===== config.mk =====
export PLATFORM = sky130hd
export DESIGN_NAME = hid_report_descriptor_size_parser_top
export DESIGN_NICKNAME = d
export VERILOG_FILES = /design/src/hw/rtl/hidrd_pkg.sv /design/src/hw/rtl/hid_report_descriptor_size_parser_top.sv
export SDC_FILE = /design/constraint.sdc
export NUM_CORES = 2
export LEC_CHECK = 0
export BUFFER_PORTS_ARGS = -buffer_cell sky130_fd_sc_hd__buf_2
export CORE_ASPECT_RATIO = 2
export CORE_MARGIN = 5
export CORE_UTILIZATION = 58
export CTS_CLUSTER_DIAMETER = 200
export DETAILED_ROUTE_END_ITERATION = 12
export GPL_ROUTABILITY_DRIVEN = 0
export HOLD_SLACK_MARGIN = 0.03
export PLACE_DENSITY = 0.72
export SETUP_SLACK_MARGIN = 0.4
export SLEW_MARGIN = 10
export SYNTH_ARGS = -nofsm -noshare
export SYNTH_HDL_FRONTEND = slang
export SYNTH_SLANG_ARGS = --single-unit
export TNS_END_PERCENT = 20

===== constraint.sdc =====
create_clock -name clk -period 6.8 [get_ports clk]
set_input_delay 0.68 -clock clk [delete_from_list [all_inputs] [get_ports clk]]
set_output_delay 0.68 -clock clk [all_outputs]
set_load 0.01 [all_outputs]

===== src/hw/rtl/hidrd_pkg.sv =====
// Package for the HID report descriptor size parser.
// Holds item codes, status codes, the table entry type and sizing helpers.
// No dependencies.
package hidrd_pkg;

    // Default depth of the report id table.
    localparam int MAX_REPORT_IDS_DEF = 16;

    // Field widths.
    localparam int ACTION_W = 2;
    localparam int BYTE_W = 8;
    localparam int ID_W = 8;
    localparam int KIND_W = 2;
    localparam int STATUS_W = 2;
    localparam int SIZE_W = 14;
    localparam int COUNT_W = 5;
    localparam int BITS_W = 16;

    // Actions carried by an input transfer.
    localparam logic [ACTION_W-1:0] ACT_BYTE = 2'd0;
    localparam logic [ACTION_W-1:0] ACT_SIZE_QUERY = 2'd1;
    localparam logic [ACTION_W-1:0] ACT_MAX_QUERY = 2'd2;
    localparam logic [ACTION_W-1:0] ACT_CLEAR = 2'd3;

    // Status codes.
    localparam logic [STATUS_W-1:0] STAT_OK = 2'd0;
    localparam logic [STATUS_W-1:0] STAT_PUSH_POP = 2'd1;
    localparam logic [STATUS_W-1:0] STAT_TABLE_FULL = 2'd2;
    localparam logic [STATUS_W-1:0] STAT_NOT_FOUND = 2'd3;

    // Report kinds.
    localparam logic [KIND_W-1:0] KIND_INPUT = 2'd0;
    localparam logic [KIND_W-1:0] KIND_OUTPUT = 2'd1;
    localparam logic [KIND_W-1:0] KIND_FEATURE = 2'd2;

    // Item types and tags of short items.
    localparam logic [1:0] TYPE_MAIN = 2'd0;
    localparam logic [1:0] TYPE_GLOBAL = 2'd1;
    localparam logic [1:0] SIZE_CODE_FOUR = 2'd3;
    localparam logic [3:0] TAG_INPUT = 4'd8;
    localparam logic [3:0] TAG_OUTPUT = 4'd9;
    localparam logic [3:0] TAG_FEATURE = 4'd11;
    localparam logic [3:0] TAG_REPORT_SIZE = 4'd7;
    localparam logic [3:0] TAG_REPORT_ID = 4'd8;
    localparam logic [3:0] TAG_REPORT_COUNT = 4'd9;
    localparam logic [3:0] TAG_PUSH = 4'd10;
    localparam logic [3:0] TAG_POP = 4'd11;

    // Boot mouse answers.
    localparam logic [SIZE_W-1:0] BOOT_MOUSE_BYTES = 14'd3;
    localparam logic [COUNT_W-1:0] BOOT_MOUSE_COUNT = 5'd1;

    // One row of the report id table.
    typedef struct packed {
        logic [ID_W-1:0] id;
        logic [BITS_W-1:0] in_bits;
        logic [BITS_W-1:0] out_bits;
        logic [BITS_W-1:0] feat_bits;
    } entry_t;

    // What the table scan is doing.
    typedef enum logic [1:0] {
        OP_MAIN,
        OP_QUERY,
        OP_MAX
    } scan_op_t;

    // Bit count rounded up to whole bytes.
    function automatic logic [SIZE_W-1:0] bytes_of(input logic [BITS_W-1:0] bits);
        logic [BITS_W:0] sum;
        sum = {1'b0, bits} + (BITS_W + 1)'(7);
        return sum[BITS_W:3];
    endfunction

endpackage


===== src/hw/rtl/hid_report_descriptor_size_parser_top.sv =====
// Top level of the HID report descriptor size parser.
// Each accepted input passes the finish step (ST_FIN), which waits while the
// output stalls, into the result register. Main items and, outside pointer
// mode, size and max queries first read table rows in turn (ST_READ, ST_CMP),
// at most MAX_REPORT_IDS rows. One item at a time: input stalls until idle.
// Reset (rst_n, async) empties the table through its fill count; no clear pass.
module hid_report_descriptor_size_parser_top
    import hidrd_pkg::*;
#(
    parameter int MAX_REPORT_IDS = MAX_REPORT_IDS_DEF
) (
    input  logic                clk,
    input  logic                rst_n,
    // Configuration write channel.
    input  logic                cfg_valid,
    output logic                cfg_ready,
    input  logic                pointer_mode,
    // Input channel.
    input  logic                in_valid,
    output logic                in_stall,
    input  logic [ACTION_W-1:0] action,
    input  logic [BYTE_W-1:0]   desc_byte,
    input  logic                last,
    input  logic [ID_W-1:0]     query_id,
    input  logic [KIND_W-1:0]   query_kind,
    // Output channel.
    output logic                out_valid,
    input  logic                out_stall,
    output logic [STATUS_W-1:0] status,
    output logic [SIZE_W-1:0]   size_bytes,
    output logic [COUNT_W-1:0]  report_count
);

    localparam int CNT_W = $clog2(MAX_REPORT_IDS + 1);
    localparam int IDX_W = (MAX_REPORT_IDS > 1) ? $clog2(MAX_REPORT_IDS) : 1;

    typedef enum logic [3:0] {
        ST_IDLE = 4'b0001,
        ST_READ = 4'b0010,
        ST_CMP  = 4'b0100,
        ST_FIN  = 4'b1000
    } state_t;

    state_t state_reg, state_next;
    scan_op_t op_reg, op_next;

    logic pointer_mode_reg;
    logic [CNT_W-1:0] entries_used_reg, entries_used_next;
    logic [BYTE_W-1:0] item_header_reg, item_header_next;
    logic [2:0] data_bytes_left_reg, data_bytes_left_next;
    logic [BITS_W-1:0] item_data_reg, item_data_next;
    logic [BITS_W-1:0] global_size_reg, global_size_next;
    logic [BITS_W-1:0] global_count_reg, global_count_next;
    logic [ID_W-1:0] global_id_reg, global_id_next;
    logic [STATUS_W-1:0] parse_error_reg, parse_error_next;
    logic parse_done_reg, parse_done_next;

    logic [ID_W-1:0] key_reg, key_next;
    logic [KIND_W-1:0] kind_reg, kind_next;
    logic [BITS_W-1:0] inc_reg, inc_next;
    logic [BITS_W-1:0] best_reg, best_next;
    logic [CNT_W-1:0] idx_reg, idx_next;
    logic [STATUS_W-1:0] res_status_reg, res_status_next;
    logic [SIZE_W-1:0] res_size_reg, res_size_next;

    logic out_valid_reg, out_valid_next;
    logic [STATUS_W-1:0] status_reg, status_next;
    logic [SIZE_W-1:0] size_bytes_reg, size_bytes_next;
    logic [COUNT_W-1:0] report_count_reg, report_count_next;

    // Table memory with one write and one registered read port.
    entry_t table_mem [MAX_REPORT_IDS];
    entry_t rd_data_reg;
    logic mem_we;
    logic [IDX_W-1:0] mem_waddr;
    entry_t mem_wdata;

    logic in_fire;
    logic out_free;
    logic [BITS_W-1:0] product;

    // Byte parser decode.
    logic [1:0] size_code;
    logic [2:0] n_bytes;
    logic [2:0] total_bytes;
    logic [2:0] pos;
    logic [BITS_W-1:0] data_merged;
    logic run;
    logic [BYTE_W-1:0] run_hdr;
    logic [BITS_W-1:0] run_data;
    logic [1:0] run_type;
    logic [3:0] run_tag;
    logic [BITS_W-1:0] field_bits;
    logic [SIZE_W-1:0] field_bytes;

    assign in_fire = in_valid && !in_stall;
    assign in_stall = (state_reg != ST_IDLE);
    // The mode changes only while no input transfer is offered or in progress.
    assign cfg_ready = (state_reg == ST_IDLE) && !in_valid;
    assign out_free = !out_valid_reg || !out_stall;
    assign product = global_size_reg * global_count_reg;

    assign out_valid = out_valid_reg;
    assign status = status_reg;
    assign size_bytes = size_bytes_reg;
    assign report_count = report_count_reg;

    // Size code and data position of the byte being parsed.
    always_comb
    begin
        size_code = desc_byte[1:0];
        n_bytes = (size_code == SIZE_CODE_FOUR) ? 3'd4 : {1'b0, size_code};
        total_bytes = (item_header_reg[1:0] == SIZE_CODE_FOUR) ? 3'd4
                                                                : {1'b0, item_header_reg[1:0]};
        pos = total_bytes - data_bytes_left_reg;
        data_merged = item_data_reg;
        if (pos == 3'd0)
        begin
            data_merged[7:0] = desc_byte;
        end
        else if (pos == 3'd1)
        begin
            data_merged[15:8] = desc_byte;
        end
    end

    // Field of the row just read that matches the pending kind.
    always_comb
    begin
        unique case (kind_reg)
            KIND_INPUT:   field_bits = rd_data_reg.in_bits;
            KIND_OUTPUT:  field_bits = rd_data_reg.out_bits;
            KIND_FEATURE: field_bits = rd_data_reg.feat_bits;
            default:      field_bits = '0;
        endcase
        field_bytes = bytes_of(field_bits);
    end

    // Sequencer and parser next state.
    always_comb
    begin
        state_next = state_reg;
        op_next = op_reg;
        entries_used_next = entries_used_reg;
        item_header_next = item_header_reg;
        data_bytes_left_next = data_bytes_left_reg;
        item_data_next = item_data_reg;
        global_size_next = global_size_reg;
        global_count_next = global_count_reg;
        global_id_next = global_id_reg;
        parse_error_next = parse_error_reg;
        parse_done_next = parse_done_reg;
        key_next = key_reg;
        kind_next = kind_reg;
        inc_next = inc_reg;
        best_next = best_reg;
        idx_next = idx_reg;
        res_status_next = res_status_reg;
        res_size_next = res_size_reg;
        out_valid_next = out_valid_reg && out_stall;
        status_next = status_reg;
        size_bytes_next = size_bytes_reg;
        report_count_next = report_count_reg;
        mem_we = 1'b0;
        mem_waddr = idx_reg[IDX_W-1:0];
        mem_wdata = rd_data_reg;
        run = 1'b0;
        run_hdr = desc_byte;
        run_data = '0;
        run_type = run_hdr[3:2];
        run_tag = run_hdr[7:4];

        unique case (state_reg)
            ST_IDLE:
            begin
                if (in_fire)
                begin
                    state_next = ST_FIN;
                    res_size_next = '0;
                    idx_next = '0;
                    best_next = '0;
                    unique case (action)
                        ACT_BYTE:
                        begin
                            if (!parse_done_reg && parse_error_reg == STAT_OK)
                            begin
                                parse_done_next = last;
                                if (data_bytes_left_reg == 3'd0)
                                begin
                                    // Prefix byte.
                                    item_header_next = desc_byte;
                                    item_data_next = '0;
                                    if (n_bytes == 3'd0)
                                    begin
                                        run = 1'b1;
                                    end
                                    else if (!last)
                                    begin
                                        data_bytes_left_next = n_bytes;
                                    end
                                end
                                else
                                begin
                                    // Data byte, little-endian.
                                    item_data_next = data_merged;
                                    if (data_bytes_left_reg == 3'd1)
                                    begin
                                        data_bytes_left_next = 3'd0;
                                        run = 1'b1;
                                        run_hdr = item_header_reg;
                                        run_data = data_merged;
                                    end
                                    else
                                    begin
                                        data_bytes_left_next = last ? 3'd0
                                                                    : data_bytes_left_reg - 3'd1;
                                    end
                                end
                            end
                            // Execute a completed item.
                            run_type = run_hdr[3:2];
                            run_tag = run_hdr[7:4];
                            if (run && run_type == TYPE_MAIN &&
                                (run_tag == TAG_INPUT || run_tag == TAG_OUTPUT ||
                                 run_tag == TAG_FEATURE))
                            begin
                                state_next = ST_READ;
                                op_next = OP_MAIN;
                                key_next = global_id_reg;
                                inc_next = product;
                                if (run_tag == TAG_INPUT)
                                begin
                                    kind_next = KIND_INPUT;
                                end
                                else if (run_tag == TAG_OUTPUT)
                                begin
                                    kind_next = KIND_OUTPUT;
                                end
                                else
                                begin
                                    kind_next = KIND_FEATURE;
                                end
                            end
                            else if (run && run_type == TYPE_GLOBAL)
                            begin
                                if (run_tag == TAG_REPORT_SIZE)
                                begin
                                    global_size_next = run_data;
                                end
                                else if (run_tag == TAG_REPORT_ID)
                                begin
                                    global_id_next = run_data[ID_W-1:0];
                                end
                                else if (run_tag == TAG_REPORT_COUNT)
                                begin
                                    global_count_next = run_data;
                                end
                                else if (run_tag == TAG_PUSH || run_tag == TAG_POP)
                                begin
                                    parse_error_next = STAT_PUSH_POP;
                                end
                            end
                            res_status_next = parse_error_next;
                        end
                        ACT_SIZE_QUERY:
                        begin
                            res_status_next = STAT_OK;
                            if (pointer_mode_reg)
                            begin
                                res_size_next = BOOT_MOUSE_BYTES;
                            end
                            else
                            begin
                                state_next = ST_READ;
                                op_next = OP_QUERY;
                                key_next = query_id;
                                kind_next = query_kind;
                            end
                        end
                        ACT_MAX_QUERY:
                        begin
                            res_status_next = STAT_OK;
                            if (pointer_mode_reg)
                            begin
                                res_size_next = BOOT_MOUSE_BYTES;
                            end
                            else
                            begin
                                state_next = ST_READ;
                                op_next = OP_MAX;
                            end
                        end
                        ACT_CLEAR:
                        begin
                            res_status_next = STAT_OK;
                            entries_used_next = '0;
                            item_header_next = '0;
                            data_bytes_left_next = '0;
                            item_data_next = '0;
                            global_size_next = '0;
                            global_count_next = '0;
                            global_id_next = '0;
                            parse_error_next = STAT_OK;
                            parse_done_next = 1'b0;
                        end
                        default:
                        begin
                            res_status_next = STAT_OK;
                        end
                    endcase
                end
            end

            ST_READ:
            begin
                if (idx_reg < entries_used_reg)
                begin
                    state_next = ST_CMP;
                end
                else
                begin
                    // Scan ran past the used rows.
                    state_next = ST_FIN;
                    unique case (op_reg)
                        OP_MAIN:
                        begin
                            if (entries_used_reg < CNT_W'(MAX_REPORT_IDS))
                            begin
                                mem_we = 1'b1;
                                mem_waddr = entries_used_reg[IDX_W-1:0];
                                mem_wdata.id = key_reg;
                                mem_wdata.in_bits = (kind_reg == KIND_INPUT) ? inc_reg : '0;
                                mem_wdata.out_bits = (kind_reg == KIND_OUTPUT) ? inc_reg : '0;
                                mem_wdata.feat_bits = (kind_reg == KIND_FEATURE) ? inc_reg : '0;
                                entries_used_next = entries_used_reg + CNT_W'(1);
                                res_status_next = parse_error_reg;
                            end
                            else
                            begin
                                parse_error_next = STAT_TABLE_FULL;
                                res_status_next = STAT_TABLE_FULL;
                            end
                        end
                        OP_QUERY:
                        begin
                            res_status_next = STAT_NOT_FOUND;
                            res_size_next = '0;
                        end
                        OP_MAX:
                        begin
                            res_status_next = STAT_OK;
                            res_size_next = bytes_of(best_reg);
                        end
                        default:
                        begin
                            res_status_next = STAT_OK;
                        end
                    endcase
                end
            end

            ST_CMP:
            begin
                state_next = ST_READ;
                idx_next = idx_reg + CNT_W'(1);
                unique case (op_reg)
                    OP_MAIN:
                    begin
                        if (rd_data_reg.id == key_reg)
                        begin
                            // Accumulate into the matching row, wrapping at 16 bits.
                            mem_we = 1'b1;
                            if (kind_reg == KIND_INPUT)
                            begin
                                mem_wdata.in_bits = rd_data_reg.in_bits + inc_reg;
                            end
                            else if (kind_reg == KIND_OUTPUT)
                            begin
                                mem_wdata.out_bits = rd_data_reg.out_bits + inc_reg;
                            end
                            else
                            begin
                                mem_wdata.feat_bits = rd_data_reg.feat_bits + inc_reg;
                            end
                            res_status_next = parse_error_reg;
                            state_next = ST_FIN;
                        end
                    end
                    OP_QUERY:
                    begin
                        if (rd_data_reg.id == key_reg)
                        begin
                            state_next = ST_FIN;
                            res_size_next = field_bytes;
                            res_status_next = (field_bytes == '0) ? STAT_NOT_FOUND : STAT_OK;
                        end
                    end
                    OP_MAX:
                    begin
                        if (rd_data_reg.in_bits > best_reg)
                        begin
                            best_next = rd_data_reg.in_bits;
                        end
                    end
                    default:
                    begin
                        state_next = ST_FIN;
                    end
                endcase
            end

            ST_FIN:
            begin
                // Hand the result to the output register once it is free.
                if (out_free)
                begin
                    state_next = ST_IDLE;
                    out_valid_next = 1'b1;
                    status_next = res_status_reg;
                    size_bytes_next = res_size_reg;
                    report_count_next = pointer_mode_reg ? BOOT_MOUSE_COUNT
                                                         : COUNT_W'(entries_used_reg);
                end
            end

            default:
            begin
                state_next = ST_IDLE;
            end
        endcase
    end

    // Control and datapath registers.
    always_ff @(posedge clk or negedge rst_n)
    begin
        if (!rst_n)
        begin
            state_reg <= ST_IDLE;
            op_reg <= OP_MAIN;
            pointer_mode_reg <= 1'b0;
            entries_used_reg <= '0;
            item_header_reg <= '0;
            data_bytes_left_reg <= '0;
            item_data_reg <= '0;
            global_size_reg <= '0;
            global_count_reg <= '0;
            global_id_reg <= '0;
            parse_error_reg <= STAT_OK;
            parse_done_reg <= 1'b0;
            idx_reg <= '0;
            out_valid_reg <= 1'b0;
        end
        else
        begin
            state_reg <= state_next;
            op_reg <= op_next;
            if (cfg_valid && cfg_ready)
            begin
                pointer_mode_reg <= pointer_mode;
            end
            entries_used_reg <= entries_used_next;
            item_header_reg <= item_header_next;
            data_bytes_left_reg <= data_bytes_left_next;
            item_data_reg <= item_data_next;
            global_size_reg <= global_size_next;
            global_count_reg <= global_count_next;
            global_id_reg <= global_id_next;
            parse_error_reg <= parse_error_next;
            parse_done_reg <= parse_done_next;
            idx_reg <= idx_next;
            out_valid_reg <= out_valid_next;
        end
    end

    // Payload registers.
    always_ff @(posedge clk)
    begin
        key_reg <= key_next;
        kind_reg <= kind_next;
        inc_reg <= inc_next;
        best_reg <= best_next;
        res_status_reg <= res_status_next;
        res_size_reg <= res_size_next;
        status_reg <= status_next;
        size_bytes_reg <= size_bytes_next;
        report_count_reg <= report_count_next;
    end

    // Table memory write and registered read.
    always_ff @(posedge clk)
    begin
        if (mem_we)
        begin
            table_mem[mem_waddr] <= mem_wdata;
        end
        if (state_reg == ST_READ)
        begin
            rd_data_reg <= table_mem[idx_reg[IDX_W-1:0]];
        end
    end

    // A compared row always lies inside the used part of the table.
    a_cmp_in_range: assert property (@(posedge clk) disable iff (!rst_n)
        (state_reg == ST_CMP) |-> (idx_reg < entries_used_reg))
        else $error("table compare beyond used rows");

    // The fill count never passes the table depth.
    a_used_bound: assert property (@(posedge clk) disable iff (!rst_n)
        entries_used_reg <= CNT_W'(MAX_REPORT_IDS))
        else $error("table fill count out of range");

    // Pending data byte count is 0, 1, 2 or 4 minus bytes already taken.
    a_left_bound: assert property (@(posedge clk) disable iff (!rst_n)
        data_bytes_left_reg <= 3'd4)
        else $error("data byte count out of range");

    // A new result appears only out of the finish step.
    a_out_from_fin: assert property (@(posedge clk) disable iff (!rst_n)
        $rose(out_valid_reg) |-> $past(state_reg == ST_FIN))
        else $error("result produced outside finish step");

    // The fill count moves only while scanning or on an accepted clear.
    a_used_change: assert property (@(posedge clk) disable iff (!rst_n)
        (entries_used_reg != $past(entries_used_reg)) |->
            ($past(state_reg == ST_READ) || $past(in_fire && action == ACT_CLEAR)))
        else $error("fill count changed unexpectedly");

endmodule

==> results_dict.tcl <==
set metrics [dict create \
    status "finished, final reports clean" \
    r2r_start "global_count_reg[1]$_DFFE_PN0P_" \
    largest_reg_flops 896 \
    peakVddDrop_v 0.000280 \
    hold_end "pointer_mode_reg$_DFFE_PN0P_" \
    rr_endpoint "inc_reg[15]$_DFFE_PP_" \
    drc 0 \
    p_leak_nw 19.3 \
    synth_cell_type_count 94 \
    initial_utilization_pct 58.2 \
    htree_levels 3 \
    synthArstFlopShare_pct 7.86 \
    grt_pass1_wl_um 184000 \
    die-area_um2 94400 \
    p_per_area_nw_per_um2 295 \
    min_path_type "primary input to flip-flop" \
    fin_area_um2 56400 \
    max_slew_margin_pct 15.1 \
    tritoncts "done" \
    syn_area_per_cell_um2 16.9 \
    synthCells 3020 \
    hold_violations 0 \
    cts-root-to-sink-buffers 3 \
    rows 154 \
    clock_skew_ns 0.0532 \
    via_count 27900 \
    ys_seq_elements 1119 \
    antenna_found_initial 2 \
    synth_top_area_cell "edfxtp_1" \
    required_ns 7.23 \
    rr_worst_depth 16 \
    synth_most_common_cell "edfxtp_1" \
    cts_buffers 93 \
    cts-root-buf "clkbuf_16" \
    clock-sinks 1119 \
    min-delay-start "pointer_mode" \
    synth_top_flop_cell "edfxtp_1" \
    wl_um 122000 \
    synth_area_um2 51000 \
    critPathArrivalTime_ns 5.78 \
    dr.pass1.iters 7 \
    grt.overflow.total 0 \
    fp.dieH_um 429 \
    synth.area.top_cells "edfxtp_1 61%, mux4_2 12%, dfrtp_1 4.3%" \
    worst_hold_slack_ns 0.223 \
    track_usage_pct 26.3 \
    fin_ws_ns 1.46 \
    synth_top_cell_area_share_pct 60.7 \
    setup_viol 0 \
    period_share_pct 78.6 \
    crit_type "flip-flop to flip-flop" \
    fmax_mhz 187 \
    end_kind "flip-flop" \
    synth_common_cells "1031 x edfxtp_1, 280 x mux4_2, 192 x nand2_1" \
    dpl-instance-area_um2 53000 \
    die_w_um 220 \
    min_path_cells 2 \
    setup_tns_ns 0 \
    ant_nets 0 \
    io_buffers 50 \
    synth_warnings 0 \
    area_growth_pct 10.5 \
    yosysSeqAreaShare_pct 65.0 \
    drv_slew 0 \
    drive_above_1_share_pct 20.0 \
    grt_max_degree 120 \
    io_pins 51 \
    drt_first_iter_violations 2705 \
    max_slew.worst_pin.slew_ns 1.26 \
    drv_cap 0 \
    core_area_um2 87700 \
    viasPerCell 6.40 \
    path_clk_slew_ns 0.07 \
    r2r_setup_slack_ns 1.46 \
    clock_latency_ns 0.72 \
    final_util_pct 64.3 \
    nets 3341 \
    min_period_ns 5.34 \
    synth_nets 3256 \
    rsz0062_at_grt "false" \
    synth_edf_count 1031 \
    crit_path_start "global_count_reg[1]$_DFFE_PN0P_" \
    start_kind "flip-flop" \
    routedWlPerCell_um 28.1 \
    cp_max_fo 16 \
    hpwl_um 74500 \
    place_ws_ns 1.49 \
    first_global_vias 28500 \
]
metal layers:
layer  routed length [um]  global-route usage, %
met1                45200                   34.7
met2                64000                   45.4
met3                 7990                   3.10
met4                 5090                   9.84
met5                    0                      0
report_power, final:
part           switching [mW]  leakage (nW)  internal, mW
sequential              0.348          10.5          8.09
clock                    2.50          1.64          3.37
combinational            1.43          7.16         0.902
worst max-delay path by stage:
| stage | to | slack (ns) | cells past startpoint |
|---|---|---|---|
| detailed placement | inc_reg[15]$_DFFE_PP_ | 1.49 | 17 |
| finish | inc_reg[15]$_DFFE_PP_ | 1.46 | 16 |
| CTS | inc_reg[15]$_DFFE_PP_ | 1.45 | 17 |
| global route | inc_reg[15]$_DFFE_PP_ | 1.17 | 16 |
| floorplan | table_mem[1][0]$_DFFE_PP_ | 1.20 | 9 |
| global placement | inc_reg[15]$_DFFE_PP_ | 1.57 | 16 |
critical path, cell delays in order (launching register included):
cell,delay [ns]
dfrtp_1,0.66
nand2_1,0.15
fa_1,0.53
fa_1,0.58
fa_1,0.46
fa_1,0.55
inv_1,0.05
fa_1,0.48
inv_1,0.05
fa_1,0.48
inv_1,0.04
ha_1,0.35
nand2_1,0.09
a21boi_0,0.27
nor2_1,0.08
a21oi_1,0.19
xnor2_1,0.09
layout make-up:
cell class | count | area [um2]
antenna | 2 | 5.00
tap | 1170 | 1460
multi-input combinational | 1622 | 16900
sequential | 1119 | 33200
fill | 6013 | 31300
clock inverter | 70 | 1000
clock buffer | 103 | 2390
inverter | 149 | 561
timing repair buffer | 120 | 893
metrics by stage:
| step | total power [mW] | instances |
|---|---|---|
| global placement | 10.8 | 4179 |
| detailed placement | 10.9 | 4179 |
| finish | 16.6 | 4355 |
| floorplan | 10.2 | 3020 |
| CTS | 16.8 | 4353 |
| global route | 17.3 | 4355 |
cell usage in the layout (no fill, tap or decap), drive strengths merged, types with 18 or more instances in the layout:
cell    instances
ha            125
nor3           24
nand2         193
nor2          136
a22o           19
a21oi          87
nand3          29
a22oi          18
a21o           20
a221o          19
clkinv         43
buf           119
clkbuf        103
xor2           39
fa             84
and2           97
nand2b         24
edfxtp       1031
mux2i          34
inv           152
dfrtp          87
xnor2          61
mux4          280
mux2           55
o21ai          79
bufinv         21
cells by family after synthesis:
kind of cell    Yosys count  synth area share [%]
buf+inv                 279                  2.17
mux                     369                  14.3
xor+xnor                100                  1.72
flops                  1119                  65.0
compound gates          355                  4.68
simple gates            589                  5.77
fa+ha+maj               209                  6.36
repair_timing:
item / CTS / global route
hold buffers: 1 / 0
hold endpoints to repair: 40 / 0
buffers inserted: 0 / 0
resized for setup: 0 / 0
Note: power is estimated with default switching activity, not from simulation.
